==> config.mk <==
export PLATFORM = sky130hd
export DESIGN_NAME = ostw_ctrl
export DESIGN_NICKNAME = d
export VERILOG_FILES = /design/src/hw/rtl/ostw_pkg.sv /design/src/hw/rtl/ostw_ctrl.sv
export SDC_FILE = /design/constraint.sdc
export NUM_CORES = 1
export LEC_CHECK = 0
export ABC_AREA = 0
export BUFFER_PORTS_ARGS = -buffer_cell sky130_fd_sc_hd__buf_2
export CAP_MARGIN = 40
export CORE_AREA = 2 2 39 41
export CTS_BUF_LIST = sky130_fd_sc_hd__clkbuf_4 sky130_fd_sc_hd__clkbuf_8
export CTS_CLUSTER_DIAMETER = 30
export DETAILED_ROUTE_END_ITERATION = 8
export DIE_AREA = 0 0 41 43
export HOLD_SLACK_MARGIN = 0.15
export PLACE_DENSITY = 0.84
export SLEW_MARGIN = 10
export SYNTH_ARGS = -nofsm -noshare
export SYNTH_HDL_FRONTEND = slang
export SYNTH_SLANG_ARGS = --single-unit
export TNS_END_PERCENT = 30
==> constraint.sdc <==
create_clock -name clk -period 1.32 [get_ports clk]
set_input_delay 0.264 -clock clk [delete_from_list [all_inputs] [get_ports clk]]
set_output_delay 0.264 -clock clk [all_outputs]
set_load 0.05 [all_outputs]
==> src/hw/rtl/ostw_pkg.sv <==
// Shared types and constants of the onset score time warper.
package ostw_pkg;

    localparam int TIME_W = 24;
    localparam int NOTE_W = 15;

    localparam logic [1:0] CFG_BKPT_COUNT   = 2'd0;
    localparam logic [1:0] CFG_FORGET_WIN   = 2'd1;
    localparam logic [1:0] CFG_SEARCH_RANGE = 2'd2;

    typedef enum logic [4:0] {
        ST_IDLE,
        ST_DISPATCH,
        ST_FG_RD,
        ST_FG_CHK,
        ST_SK_RD,
        ST_SK_CHK,
        ST_CL_RD,
        ST_CL_CHK,
        ST_K_RD,
        ST_K_DAT,
        ST_B_RD,
        ST_B_CHK,
        ST_HYP_END,
        ST_COMMIT,
        ST_FINISH
    } state_t;

    typedef enum logic [4:0] {
        OP_NONE,
        OP_CAPTURE,
        OP_LOAD,
        OP_PUSH,
        OP_FG_RD,
        OP_FG_POP,
        OP_REALIGN_INIT,
        OP_BK_RD,
        OP_I_INC,
        OP_HYP_INIT,
        OP_MS_RD,
        OP_MS_LATCH,
        OP_BI_RD,
        OP_BI_DEC,
        OP_SCORE,
        OP_HYP_END,
        OP_COMMIT,
        OP_RESULT
    } op_t;

    typedef struct packed {
        op_t op;
    } cmd_t;

    typedef struct packed {
        logic is_meas;
        logic too_old;
        logic onset;
        logic i_at_end;
        logic skip_early;
        logic in_range;
        logic bk_pitched;
        logic k_at_end;
        logic b_earlier;
        logic bi_zero;
        logic out_busy;
    } stat_t;

endpackage

==> src/hw/rtl/ostw_ctrl.sv <==
// Sequencer of the onset score time warper.
module ostw_ctrl
(
    input  logic           clk,
    input  logic           rst_n,
    input  logic           in_valid,
    output logic           in_stall,
    input  ostw_pkg::stat_t stat,
    output ostw_pkg::cmd_t  cmd
);

    ostw_pkg::state_t state_reg;
    ostw_pkg::state_t state_next;

    always_ff @(posedge clk or negedge rst_n)
    begin
        if (!rst_n)
        begin
            state_reg <= ostw_pkg::ST_IDLE;
        end
        else
        begin
            state_reg <= state_next;
        end
    end

    assign in_stall = (state_reg != ostw_pkg::ST_IDLE);

    always_comb
    begin
        state_next = state_reg;
        cmd.op     = ostw_pkg::OP_NONE;
        unique case (state_reg)
            ostw_pkg::ST_IDLE:
            begin
                if (in_valid)
                begin
                    cmd.op     = ostw_pkg::OP_CAPTURE;
                    state_next = ostw_pkg::ST_DISPATCH;
                end
            end
            ostw_pkg::ST_DISPATCH:
            begin
                if (stat.is_meas)
                begin
                    cmd.op     = ostw_pkg::OP_PUSH;
                    state_next = ostw_pkg::ST_FG_RD;
                end
                else
                begin
                    cmd.op     = ostw_pkg::OP_LOAD;
                    state_next = ostw_pkg::ST_IDLE;
                end
            end
            ostw_pkg::ST_FG_RD:
            begin
                cmd.op     = ostw_pkg::OP_FG_RD;
                state_next = ostw_pkg::ST_FG_CHK;
            end
            ostw_pkg::ST_FG_CHK:
            begin
                if (stat.too_old)
                begin
                    cmd.op     = ostw_pkg::OP_FG_POP;
                    state_next = ostw_pkg::ST_FG_RD;
                end
                else if (stat.onset)
                begin
                    cmd.op     = ostw_pkg::OP_REALIGN_INIT;
                    state_next = ostw_pkg::ST_SK_RD;
                end
                else
                begin
                    state_next = ostw_pkg::ST_FINISH;
                end
            end
            ostw_pkg::ST_SK_RD:
            begin
                if (stat.i_at_end)
                begin
                    state_next = ostw_pkg::ST_COMMIT;
                end
                else
                begin
                    cmd.op     = ostw_pkg::OP_BK_RD;
                    state_next = ostw_pkg::ST_SK_CHK;
                end
            end
            ostw_pkg::ST_SK_CHK:
            begin
                if (stat.skip_early)
                begin
                    cmd.op     = ostw_pkg::OP_I_INC;
                    state_next = ostw_pkg::ST_SK_RD;
                end
                else
                begin
                    state_next = ostw_pkg::ST_CL_CHK;
                end
            end
            ostw_pkg::ST_CL_RD:
            begin
                if (stat.i_at_end)
                begin
                    state_next = ostw_pkg::ST_COMMIT;
                end
                else
                begin
                    cmd.op     = ostw_pkg::OP_BK_RD;
                    state_next = ostw_pkg::ST_CL_CHK;
                end
            end
            ostw_pkg::ST_CL_CHK:
            begin
                if (!stat.in_range)
                begin
                    state_next = ostw_pkg::ST_COMMIT;
                end
                else if (stat.bk_pitched)
                begin
                    cmd.op     = ostw_pkg::OP_HYP_INIT;
                    state_next = ostw_pkg::ST_K_RD;
                end
                else
                begin
                    cmd.op     = ostw_pkg::OP_I_INC;
                    state_next = ostw_pkg::ST_CL_RD;
                end
            end
            ostw_pkg::ST_K_RD:
            begin
                if (stat.k_at_end)
                begin
                    state_next = ostw_pkg::ST_HYP_END;
                end
                else
                begin
                    cmd.op     = ostw_pkg::OP_MS_RD;
                    state_next = ostw_pkg::ST_K_DAT;
                end
            end
            ostw_pkg::ST_K_DAT:
            begin
                cmd.op     = ostw_pkg::OP_MS_LATCH;
                state_next = ostw_pkg::ST_B_RD;
            end
            ostw_pkg::ST_B_RD:
            begin
                cmd.op     = ostw_pkg::OP_BI_RD;
                state_next = ostw_pkg::ST_B_CHK;
            end
            ostw_pkg::ST_B_CHK:
            begin
                if (stat.b_earlier)
                begin
                    if (stat.bi_zero)
                    begin
                        state_next = ostw_pkg::ST_HYP_END;
                    end
                    else
                    begin
                        cmd.op     = ostw_pkg::OP_BI_DEC;
                        state_next = ostw_pkg::ST_B_RD;
                    end
                end
                else
                begin
                    cmd.op     = ostw_pkg::OP_SCORE;
                    state_next = ostw_pkg::ST_K_RD;
                end
            end
            ostw_pkg::ST_HYP_END:
            begin
                cmd.op     = ostw_pkg::OP_HYP_END;
                state_next = ostw_pkg::ST_CL_RD;
            end
            ostw_pkg::ST_COMMIT:
            begin
                cmd.op     = ostw_pkg::OP_COMMIT;
                state_next = ostw_pkg::ST_FINISH;
            end
            ostw_pkg::ST_FINISH:
            begin
                if (!stat.out_busy)
                begin
                    cmd.op     = ostw_pkg::OP_RESULT;
                    state_next = ostw_pkg::ST_IDLE;
                end
            end
            default:
            begin
                state_next = ostw_pkg::ST_IDLE;
            end
        endcase
    end

endmodule

* After elaboration in Yosys (flattened, before gate mapping) *
Index checks and enable logic that the tools add are counted.

operators by class
  reductions and logical operators = 4
  equality and inequality tests = 16
  mux-type cells = 27

operator list
  operator              count
  $pmux W5 S15          1
  $pmux W5 S14          1
  $mux W4               10
  $eq A5 B4 Y1 const B  7
  $mux W5               5
  $eq A5 B3 Y1 const B  4
  $mux W3               5
  $eq A5 B2 Y1 const B  2
  $eq A5 B1 Y1 const B  1
  $logic_not A5 Y1      1
  $reduce_bool A5 Y1    1
  $mux W2               2
  $ne A2 B2 Y1 const B  2
  $mux W1               3
  $reduce_and A2 Y1     1
  $reduce_or A2 Y1      1

word-level totals
  bits in registers = 5
  logic and storage cells = 48
  output and inout port bits = 6
  bits of input ports = 14

* Longest topological paths before layout *
  depth in word-level cells = 3
  gate-level depth with buffers = 6
  mapped depth without buffers = 4

* Worst setup path after synthesis *
Ideal clock, no wire load.

  path type = register -> output
  start point = register state_reg[1]
  end point = output cmd[3] (netlist bit)
  buffers on the path = 1
  slack = -0.977 ns
  cell stages (with the launch flop) = 6
  data required time = 1.056 ns
  data arrival time = 2.033 ns
  path through = dfrtp_1 -> buf_4 -> nor2b_2 -> a22oi_1 -> o31a_1 -> o21ai_0

RTL lines
  what                    RTL line         RTL
  from (decl)             ostw_ctrl.sv:12  ostw_pkg::state_t state_reg;
  from (signal assigned)  ostw_ctrl.sv:19  state_reg <= ostw_pkg::ST_IDLE;
  from (signal assigned)  ostw_ctrl.sv:23  state_reg <= state_next;
  to (decl)               ostw_ctrl.sv:9   output ostw_pkg::cmd_t cmd

==> impl_metrics.py <==
metrics = {
    "setup_path": {
        "crit_arrival_ns": 1.63,
        "worstPathCellList": "buf_4, buf_4, nand2_2, or3_1, o211ai_1, buf_4",
        "path_class": "register to primary output",
        "r2r_slack_ns": -0.26,
        "worstRegToRegCells": 5,
        "path_buf_inv": 3,
        "slowest_stage": "dfrtp_2",
        "r2r_end": "state_reg[0]",
        "r2r-start": "state_reg[3]",
        "crit_top_cell": "buf_4",
        "end_kind": "primary output",
        "crit_family": "buffers and inverters",
        "start_kind": "register",
        "critical_path_required_ns": 1.06,
        "worstPathMaxFanout": 3,
        "cpPeakStageDelay_ns": 0.39,
    },
    "drt": {
        "dr.pass1.iters": 4,
        "wirelength_met1_um": 961,
        "drt_iter0_drc": 37,
        "vias_per_cell": 5.98,
        "wl_met2_um": 1430,
        "route.detailed.drc": 0,
        "num_vias": 951,
        "ant_nets": 0,
        "wl_um": 2730,
        "topRoutingLayerUsed": "met4",
        "post_drt_wl_per_cell_um": 17.2,
        "wl_met3_um": 273,
    },
    "power": {
        "vdd_drop_max_mv": 2.67,
        "p_per_area_nw_per_um2": 3180,
        "p_leak_nw": 0.529,
    },
    "place": {
        "place_hpwl_um": 1620,
        "globalplace.congestion": 0.910,
        "port-buffer-count": 19,
        "dp_slack_ns": -0.394,
    },
    "floorplanning": {
        "fp.dieArea_um2": 1760,
        "die_w_um": 41,
        "num_rows": 14,
        "core_um2": 1380,
        "die_height_um": 43,
        "initial_core_util": 0.424,
        "io_pins": 20,
    },
    "finish": {
        "area_growth_pct": 93.2,
        "seqCellArea_um2": 104,
        "fillerInstances": 87,
        "multi_input_area_um2": 490,
        "drive_above_1_share": 0.580,
        "nets": 159,
        "largest_register_ffs": 4,
        "antenna_cells": 0,
    },
    "synthesis": {
        "synth-compound-area-share": 0.390,
        "syn-num-nets": 101,
        "ys_seq_area_frac": 0.171,
        "synth_fa_ha_area_frac": 0,
        "yosys.area.top_type": "dfrtp_1",
        "synthMuxAreaShare": 0.0341,
        "synth_edf_count": 0,
        "synth.area.top_cells": "dfrtp_1 17%, nor2_1 8.3%, o21ai_0 6.8%",
        "synthTopCellsByCount": "13 x nor2_1, 8 x o21ai_0, 7 x a21oi_1",
        "netlist_area_um2": 587,
        "ys_seq_elements": 4,
        "ys_warn_count": 0,
        "synth_top_family_by_area": "compound AO/OA/AOI/OAI gates",
        "synthCells": 87,
        "synth_xor_area_frac": 0,
        "synth.distinct_cells": 36,
        "post-synth-top-count-cell": "nor2_1",
        "syn_area_per_cell_um2": 6.74,
        "synth.top_cell.area_share": 0.171,
        "yosys.area_share.simple": 0.288,
        "async_flop_share": 1.00,
        "synth_ff_type": "dfrtp_1",
    },
    "timing": {
        "min_period_ns": 1.90,
        "hold_viol_final": 0,
        "setup_ws_ns": -0.579,
        "grt_setup_unrepaired": "yes",
        "finalSetupTns_ns": -3.60,
        "skew_ns": 0.00111,
        "worst_pin_slew_ns": 0.319,
        "max_freq_ghz": 0.527,
        "setup_viol_count_final": 10,
        "slew_violations": 0,
        "relSlewSlack": 0.786,
        "timing.final.crit_share": 1.44,
    },
    "global_route": {
        "grt_pass1_vias": 890,
        "grt_max_degree": 11,
        "grt_pass1_wl_um": 3650,
        "grt.total_usage": 0.293,
        "grt.overflow.total": 0,
        "antenna_found_initial": 0,
    },
    "outcome": {
        "status": "finished with violations",
        "violations": "negative setup slack",
    },
    "clocking": {
        "clock_sinks": 4,
        "clk_path_buf_depth": 2,
        "insertion_delay_ns": 0.24,
        "htreeDepth": 1,
        "tritoncts": "yes",
        "cts-root-buf": "clkbuf_4",
        "clk_pin_slew_ns": 0.04,
        "numCtsBuffers": 3,
    },
    "job": {
        "cap_violations": 0,
    },
    "hold_path": {
        "min_path_type": "input port to async pin",
    },
}
[how the worst max path moves through the flow]
| stage | startpoint | endpoint | slack [ns] | depth (start not counted) |
|---|---|---|---|---|
| floorplan | state_reg[2] | cmd[0] | -0.56 | 5 |
| global placement | state_reg[0] | cmd[2] | -0.36 | 5 |
| detailed placement | state_reg[1] | cmd[0] | -0.39 | 4 |
| CTS | state_reg[2] | cmd[0] | -0.54 | 6 |
| global route | state_reg[0] | cmd[0] | -0.67 | 5 |
| finish | state_reg[1] | cmd[0] | -0.58 | 6 |
[layer usage]
| layer | vias to the layer above | track usage |
|---|---|---|
| li1 | 433 | - |
| met1 | 434 | 0.342 |
| met2 | 76 | 0.488 |
| met3 | 8 | 0.0576 |
| met4 | 0 | 0.120 |
| met5 | - | 0 |
[kinds of logic after synthesis]
logic type             count (synthesis)
and+or+nand+nor                       34
muxes                                  2
AOI/OAI and AO/OA                     34
DFF                                    4
buffers and inverters                 13
[final cells by class]
| class | instances | area share |
|---|---|---|
| clock buffers | 3 | 0.0199 |
| inverters | 5 | 0.0210 |
| multi-input cells | 70 | 0.433 |
| flip-flops and latches | 4 | 0.0916 |
| well taps | 16 | 0.0177 |
| repair buffers | 61 | 0.417 |
[where the power goes]
part / switching [mW] / total [mW] / internal (mW)
Clock: 0.0528 / 0.155 / 0.102
Combinational: 1.67 / 3.13 / 1.46
Sequential: 0.115 / 0.316 / 0.201
[per-stage QoR]
step                      utilization  std cells  power (mW)  hold WS, ns  area [um^2]
after CTS                       0.735        152        3.10        0.364         1020
final                           0.819        159        3.60        0.364         1130
after global routing            0.819        159        3.81        0.383         1130
after detailed placement        0.662        145        2.65       0.0741          916
after global placement          0.662        145        2.59       0.0702          916
after floorplan                     -         87        1.86      -0.0316          622
[placed cells by master (no fill, tap or decap), types with 2 or more instances in the layout]
cell type and instances:
buf_6 12, o21ai_0 5, o2bb2ai_1 2, buf_4 35
a21oi_1 6, nand2_1 4, buf_2 13, a31oi_1 4
dfrtp_2 3, clkbuf_4 3, nor2_1 12, or3_1 2
inv_1 3, nor3_1 2, mux2i_1 2, nand2_2 2
inv_4 2
[timing repair]
item,4_1_cts,5_1_grt
hold buffers,1,0
resized for setup,16,16
setup buffers,3,7
gates cloned,0,0
pin swaps,4,8
hold endpoints to repair,4,0
endpoints found under the setup margin,9,9
(Power assumes the default switching activity.)
